**config.mk**
```make
export PLATFORM = sky130hd
export DESIGN_NAME = mvtr_resolve
export DESIGN_NICKNAME = d
export VERILOG_FILES = /design/src/sv/mvtr_pkg.sv /design/src/sv/mvtr_resolve.sv
export SDC_FILE = /design/constraint.sdc
export NUM_CORES = 2
export LEC_CHECK = 0
export ABC_CLOCK_PERIOD_IN_PS = 10200
export BUFFER_PORTS_ARGS = -buffer_cell sky130_fd_sc_hd__buf_2
export CORE_AREA = 5 5 455 457
export DETAILED_ROUTE_END_ITERATION = 6
export DIE_AREA = 0 0 460 462
export PLACE_DENSITY = 0.47
export SLEW_MARGIN = 20
export SYNTH_ARGS = -nofsm -noshare
export SYNTH_HDL_FRONTEND = slang
export SYNTH_SLANG_ARGS = --single-unit
```
**constraint.sdc**
```tcl
create_clock -name clock -period 10.2 [get_ports clock]
set_clock_uncertainty 0.1 [all_clocks]
set_input_delay 1.02 -clock clock [delete_from_list [all_inputs] [get_ports clock]]
set_output_delay 1.02 -clock clock [all_outputs]
set_load 0.01 [all_outputs]
```
**src/sv/mvtr_pkg.sv**
```systemverilog
// shared types and constants for the mesh vertex transform and rebase block
package mvtr_pkg;

   localparam int DEF_MAX_VERTICES = 65536;
   localparam int DEF_MAX_INDICES  = 262144;

   localparam logic [15:0] W_TOL_RESET = 16'd6;
   localparam logic [15:0] GLOBAL_MAX  = 16'hFFFF;

   typedef enum logic [1:0] {
      ACT_BEGIN  = 2'd0,
      ACT_LOAD   = 2'd1,
      ACT_VERTEX = 2'd2,
      ACT_INDEX  = 2'd3
   } action_type;

   typedef enum logic [1:0] {
      KIND_VERTEX = 2'd0,
      KIND_INDEX  = 2'd1,
      KIND_ERROR  = 2'd2
   } kind_type;

   typedef enum logic [2:0] {
      ERR_NONE     = 3'd0,
      ERR_W_OFF    = 3'd1,
      ERR_OVERFLOW = 3'd2,
      ERR_RANGE    = 3'd3,
      ERR_VCAP     = 3'd4,
      ERR_ICAP     = 3'd5
   } error_type;

   // item as taken from the request channel
   typedef struct packed {
      action_type         action;
      logic               has_world;
      logic [16:0]        prim_vertices;
      logic [3:0]         matrix_slot;
      logic [31:0]        matrix_value;
      logic [2:0][31:0]   pos;
      logic [15:0]        local_index;
   } req_item_type;

   // item after the multiplier stage: products of each column, row by row
   typedef struct packed {
      action_type             action;
      logic                   has_world;
      logic [16:0]            prim_vertices;
      logic [2:0][31:0]       pos;
      logic [15:0]            local_index;
      logic [3:0][2:0][63:0]  prod;
      logic [3:0][31:0]       trans;
   } prod_item_type;

   typedef struct packed {
      kind_type     kind;
      logic [31:0]  out_x;
      logic [31:0]  out_y;
      logic [31:0]  out_z;
      logic [15:0]  global_index;
      error_type    error_code;
   } rsp_item_type;

endpackage

```
**src/sv/mvtr_resolve.sv**
```systemverilog
// column sums, checks, stream counters, error latch and the result register
module mvtr_resolve #(
   parameter int MAX_VERTICES = mvtr_pkg::DEF_MAX_VERTICES,
   parameter int MAX_INDICES  = mvtr_pkg::DEF_MAX_INDICES
) (
   input  logic                    clock,
   input  logic                    reset,
   input  logic                    csr_wr_en,
   input  logic [15:0]             csr_wr_data,
   input  logic                    s2_valid,
   output logic                    s2_ready,
   input  mvtr_pkg::prod_item_type s2_item,
   output logic                    rsp_valid,
   input  logic                    rsp_ready,
   output mvtr_pkg::rsp_item_type  rsp_item
);

   localparam int VT_W  = $clog2(MAX_VERTICES + 1);
   localparam int IT_W  = $clog2(MAX_INDICES + 1);
   localparam int PV_W  = 17;
   localparam int CMP_W = (VT_W > PV_W) ? VT_W : PV_W;
   localparam int GI_W  = ((VT_W > 16) ? VT_W : 16) + 1;

   logic [15:0]            w_tol_ff, w_tol_in;
   logic                   use_world_ff, use_world_in;
   logic [VT_W-1:0]        vertex_total_ff, vertex_total_in;
   logic [VT_W-1:0]        primitive_base_ff, primitive_base_in;
   logic [PV_W-1:0]        primitive_count_ff, primitive_count_in;
   logic [IT_W-1:0]        index_total_ff, index_total_in;
   mvtr_pkg::error_type    latched_ff, latched_in;
   logic                   rsp_valid_ff, rsp_valid_in;
   mvtr_pkg::rsp_item_type rsp_item_ff, rsp_item_in;

   logic                   out_take;
   logic [3:0][49:0]       col;
   logic [3:0]             col_fits;
   logic signed [33:0]     w_dev;
   logic [33:0]            w_mag;
   logic                   w_bad;
   logic [CMP_W-1:0]       room;
   logic [GI_W-1:0]        global_sum;

   assign out_take = !rsp_valid_ff || rsp_ready;
   assign s2_ready = out_take;

   // exact sum of a column in Q32.32, rounded half up to Q16.16
   always_comb begin
      logic signed [65:0] acc;
      for (int c = 0; c < 4; c++) begin
         acc = $signed({{2{s2_item.prod[c][0][63]}}, s2_item.prod[c][0]})
             + $signed({{2{s2_item.prod[c][1][63]}}, s2_item.prod[c][1]})
             + $signed({{2{s2_item.prod[c][2][63]}}, s2_item.prod[c][2]})
             + $signed({{18{s2_item.trans[c][31]}}, s2_item.trans[c], 16'h0000})
             + 66'sd32768;
         col[c]      = acc[65:16];
         col_fits[c] = (col[c][49:31] == '0) || (col[c][49:31] == '1);
      end
   end

   // only looked at once w is known to fit 32 bits
   assign w_dev = $signed({col[3][32], col[3][32:0]}) - 34'sd65536;
   assign w_mag = w_dev[33] ? 34'(-w_dev) : 34'(w_dev);
   assign w_bad = w_mag > {18'b0, w_tol_ff};

   assign room       = CMP_W'(MAX_VERTICES) - CMP_W'(vertex_total_ff);
   assign global_sum = GI_W'(primitive_base_ff) + GI_W'(s2_item.local_index);

   always_comb begin
      logic                   emit;
      mvtr_pkg::rsp_item_type r;
      emit               = 1'b0;
      r                  = '0;
      r.kind             = mvtr_pkg::KIND_ERROR;
      r.error_code       = mvtr_pkg::ERR_NONE;
      w_tol_in           = csr_wr_en ? csr_wr_data : w_tol_ff;
      use_world_in       = use_world_ff;
      vertex_total_in    = vertex_total_ff;
      primitive_base_in  = primitive_base_ff;
      primitive_count_in = primitive_count_ff;
      index_total_in     = index_total_ff;
      latched_in         = latched_ff;

      if (s2_valid && out_take) begin
         if (latched_ff != mvtr_pkg::ERR_NONE) begin
            emit         = 1'b1;
            r.error_code = latched_ff;
         end else begin
            case (s2_item.action)
               mvtr_pkg::ACT_BEGIN: begin
                  if (CMP_W'(s2_item.prim_vertices) > room) begin
                     emit         = 1'b1;
                     r.error_code = mvtr_pkg::ERR_VCAP;
                  end else begin
                     primitive_base_in  = vertex_total_ff;
                     primitive_count_in = s2_item.prim_vertices;
                     use_world_in       = s2_item.has_world;
                  end
               end
               mvtr_pkg::ACT_VERTEX: begin
                  emit = 1'b1;
                  if (vertex_total_ff >= VT_W'(MAX_VERTICES)) begin
                     r.error_code = mvtr_pkg::ERR_VCAP;
                  end else if (use_world_ff && (col_fits != 4'hF)) begin
                     r.error_code = mvtr_pkg::ERR_OVERFLOW;
                  end else if (use_world_ff && w_bad) begin
                     r.error_code = mvtr_pkg::ERR_W_OFF;
                  end else begin
                     r.kind          = mvtr_pkg::KIND_VERTEX;
                     r.out_x         = use_world_ff ? col[0][31:0] : s2_item.pos[0];
                     r.out_y         = use_world_ff ? col[1][31:0] : s2_item.pos[1];
                     r.out_z         = use_world_ff ? col[2][31:0] : s2_item.pos[2];
                     vertex_total_in = vertex_total_ff + VT_W'(1);
                  end
               end
               mvtr_pkg::ACT_INDEX: begin
                  emit = 1'b1;
                  if (index_total_ff >= IT_W'(MAX_INDICES)) begin
                     r.error_code = mvtr_pkg::ERR_ICAP;
                  end else if (PV_W'(s2_item.local_index) >= primitive_count_ff) begin
                     r.error_code = mvtr_pkg::ERR_RANGE;
                  end else if (global_sum > GI_W'(mvtr_pkg::GLOBAL_MAX)) begin
                     r.error_code = mvtr_pkg::ERR_OVERFLOW;
                  end else begin
                     r.kind         = mvtr_pkg::KIND_INDEX;
                     r.global_index = global_sum[15:0];
                     index_total_in = index_total_ff + IT_W'(1);
                  end
               end
               default: begin
               end
            endcase
            if (emit && (r.error_code != mvtr_pkg::ERR_NONE)) begin
               latched_in = r.error_code;
            end
         end
      end

      rsp_item_in  = r;
      rsp_valid_in = out_take ? (s2_valid && emit) : rsp_valid_ff;
   end

   always_ff @(posedge clock) begin
      if (reset) begin
         w_tol_ff           <= mvtr_pkg::W_TOL_RESET;
         use_world_ff       <= 1'b0;
         vertex_total_ff    <= '0;
         primitive_base_ff  <= '0;
         primitive_count_ff <= '0;
         index_total_ff     <= '0;
         latched_ff         <= mvtr_pkg::ERR_NONE;
         rsp_valid_ff       <= 1'b0;
      end else begin
         w_tol_ff           <= w_tol_in;
         use_world_ff       <= use_world_in;
         vertex_total_ff    <= vertex_total_in;
         primitive_base_ff  <= primitive_base_in;
         primitive_count_ff <= primitive_count_in;
         index_total_ff     <= index_total_in;
         latched_ff         <= latched_in;
         rsp_valid_ff       <= rsp_valid_in;
      end
   end

   always_ff @(posedge clock) begin
      if (out_take) begin
         rsp_item_ff <= rsp_item_in;
      end
   end

   assign rsp_valid = rsp_valid_ff;
   assign rsp_item  = rsp_item_ff;

endmodule

```
==> results.sh <==
export IMPL_cts_hold_buf=0
export IMPL_start_kind="input port"
export IMPL_r2r_cells=18
export IMPL_wl_um=205000
export IMPL_die_w_um=460
export IMPL_cp_endpoint="rsp_item[70]"
export IMPL_dr_wl_met2_um=95500
export IMPL_synth_yosys_seq_area_share_pct=13.4
export IMPL_clockBufferDepth=3
export IMPL_cts_tree="yes"
export IMPL_finalNonFillerCells=8392
export IMPL_grt_pass1_vias=40637
export IMPL_critPathTopFamily="compound AO/OA/AOI/OAI gates"
export IMPL_cts_root_buf="clkbuf_16"
export IMPL_drt_iter0_markers=3100
export IMPL_finalHoldViolations=0
export IMPL_hold_path_class="reg -> reg"
export IMPL_dieHeight_um=462
export IMPL_vdd_drop_max_uv=120
export IMPL_syn_area_per_cell_um2=8.60
export IMPL_worst_path_max_delay_cell="nor4b_2"
export IMPL_clk_pin_slew_ps=60
export IMPL_pre_cts_slack_ps=258
export IMPL_syn_to_final_growth_pct=24.6
export IMPL_netlist_instances=4623
export IMPL_critPathArrivalTime_ps=9790
export IMPL_synth_edf_count=117
export IMPL_drt_wirelength_per_cell_um=24.4
export IMPL_maxCapViolations=0
export IMPL_antenna_found_initial=52
export IMPL_fmax_mhz=106
export IMPL_async_flop_share_pct=0
export IMPL_reg2reg_to="rsp_item[16]"
export IMPL_synth_ff_type="edfxtp_1"
export IMPL_cts_buffers=28
export IMPL_post_cts_buffers=0
export IMPL_vias=40265
export IMPL_clock_sinks=208
export IMPL_dp_cells=8316
export IMPL_r2r_start="primitive_base_ff[0]"
export IMPL_core_area_mm2=0.203
export IMPL_drive_gt1_share_pct=23.3
export IMPL_layout_setup_ws_ps=731
export IMPL_synth_seq_cells=208
export IMPL_place_port_buffers=1167
export IMPL_clkLatencyLatePin_ps=620
export IMPL_gp_congestion=0.949
export IMPL_htreeDepth=1
export IMPL_r2r_slack_ps=5120
export IMPL_period_share_pct=92.8
export IMPL_dp_hpwl_um=183000
export IMPL_dieArea_mm2=0.213
export IMPL_crit_path_end_kind="register"
export IMPL_drc=1
export IMPL_startpoint="s2_item[99]"
export IMPL_netlist_area_leader_share_pct=22.6
export IMPL_start_util_pct=19.6
export IMPL_period_needed_ps=9470
export IMPL_path_common_cell="a21oi_1"
export IMPL_grt_max_degree=83
export IMPL_ys_types=105
export IMPL_max_slew_margin_rel_pct=33.6
export IMPL_power_density_mw_per_mm2=196
export IMPL_grt_usage_pct=18.3
export IMPL_via_per_inst=4.80
export IMPL_overflow=0
export IMPL_setup_viol=0
export IMPL_ant_nets=0
export IMPL_crit_buf_inv=4
export IMPL_tightest_slew_ps=989
export IMPL_crit_cells=33
export IMPL_critPathKind="in -> reg"
export IMPL_final_nets=7537
export IMPL_yosysWarnings=0
export IMPL_synth_area_top_cells="fa_1 23%, ha_1 12%, edfxtp_1 8.8%"
export IMPL_cp_slowest_stage_delay_ps=650
export IMPL_violations="DRC"
export IMPL_ios=1168
export IMPL_ctsResizeCount=0
export IMPL_rsz0062_at_grt="no"
export IMPL_syn_nets=6502
export IMPL_drt_pass1_iterations=7
export IMPL_met1_length_um=89700
export IMPL_leakagePower_nw=21.9
export IMPL_wl_met3_um=14300
export IMPL_cp_max_fo=82
export IMPL_grt_pass1_wl_um=287000
export IMPL_yosys_area_top_type="fa_1"
export IMPL_final_setup_tns_ps=0
export IMPL_status="complete, but fails checks"
export IMPL_highest_layer="met5"
export IMPL_cp_required_ps=10520
export IMPL_report_final_slew_viol_count=0
export IMPL_netlist_area_mm2=0.0397
export IMPL_core_rowCount=166
## flip-flops by register name (all words and copies together) (netlist names)
register,count
primitive_base_ff,17
use_world_ff,1
vertex_total_ff,17
rsp_valid,1
rsp_item,117
latched_ff,3
w_tol_ff,16
primitive_count_ff,17
index_total_ff,19
## worst register-to-register path: stages, from the launching register on
cell and delay [ps]:
dfxtp_1 330, ha_1 210, fa_1 410, a21o_1 180, a21oi_1 230, o21bai_1 90, a21oi_1 430, o21bai_1 110
a21oi_1 180, nor2b_1 80, o21ai_0 280, a211oi_1 170, o31ai_1 280, a32oi_1 90, a2111oi_1 470, buf_4 240
nand2_1 290, buf_4 320, a2111oi_0 390
## layer usage
layer  vias up  global-route usage [%]
li1      18776                       -
met1     19738                    24.7
met2      1554                    30.6
met3       167                    3.22
met4        30                    3.78
met5         -                       0
## layout make-up
class	instances	area, um2
Multi-Input combinational cell	3852	32300
Inverter	368	1380
Clock buffer	31	712
Sequential cell	208	5340
Tap cell	2688	3360
Fill cell	22348	154000
Antenna cell	25	62.6
Clock inverter	20	292
Timing Repair Buffer	1200	6100
## kinds of logic (layout without fill, tap and decap cells)
kind of cell	Yosys count	after routing	synth area share, %
and+or+nand+nor	1431	1431	17.9
AOI/OAI and AO/OA	1229	1229	20.2
adders and majority gates	830	830	34.6
buffers and inverters	563	1619	5.40
xor gates and xnor gates	223	223	4.93
DFF	208	208	13.4
muxes	139	139	3.52
other	0	25	0
## placed cells by master, fill, tap and decap left out, drive strengths merged, types with 27 or more instances in the layout
master  instances
xnor2         143
or4            27
o21a           53
nor4           52
nor2          438
edfxtp        117
and3           59
buf          1200
inv           368
a21o          146
nand2         316
a21oi         382
o31ai          37
clkbuf         31
xor2           80
o21ai         216
nand4         138
o211ai         42
dfxtp          91
and2           41
a211oi         56
or3            34
nor3           97
ha            381
nand3          86
fa            449
mux2i         132
o21bai         52
a31oi          40
## through the flow
stage	hold WS, ps	utilization [%]	instance area, um2	power (mW)
after floorplan	351	-	39700	5.90
after global placement	376	23.9	48500	8.53
after detailed placement	380	23.9	48500	8.52
after CTS	397	24.3	49500	9.72
after global routing	421	24.4	49500	10.5
final	393	24.4	49500	9.69
## how the worst min path moves through the flow
stage,startpoint,endpoint,cells past startpoint
finish,primitive_count_ff[9],primitive_count_ff[9],2
global route,primitive_count_ff[10],primitive_count_ff[10],2
CTS,primitive_count_ff[10],primitive_count_ff[10],2
detailed placement,primitive_count_ff[10],primitive_count_ff[10],2
global placement,primitive_count_ff[7],primitive_count_ff[7],2
floorplan,index_total_ff[18],index_total_ff[18],2
## synth_stat cells (33+ instances only)
cell type  instances
nor3_1            96
a21o_1           146
inv_1            366
o21ai_0          199
dfxtp_1           91
and2_1            40
o211ai_1          42
o21a_1            53
mux2i_1          132
a21oi_1          379
nand4_1          136
fa_1             449
ha_1             381
a31oi_1           40
a211oi_1          55
nand3_1           85
xnor2_1          142
o21bai_1          52
nor4_1            49
and3_1            59
xor2_1            80
or3_1             33
edfxtp_1         117
nand2_1          316
o31ai_1           37
nor2_1           438
clkbuf_1         170
## power by group
part           internal (mW)  switching [mW]
combinational           2.76            4.87
clock                  0.659           0.453
sequential             0.931          0.0199
No activity file was read; power rests on OpenSTA's default activity.
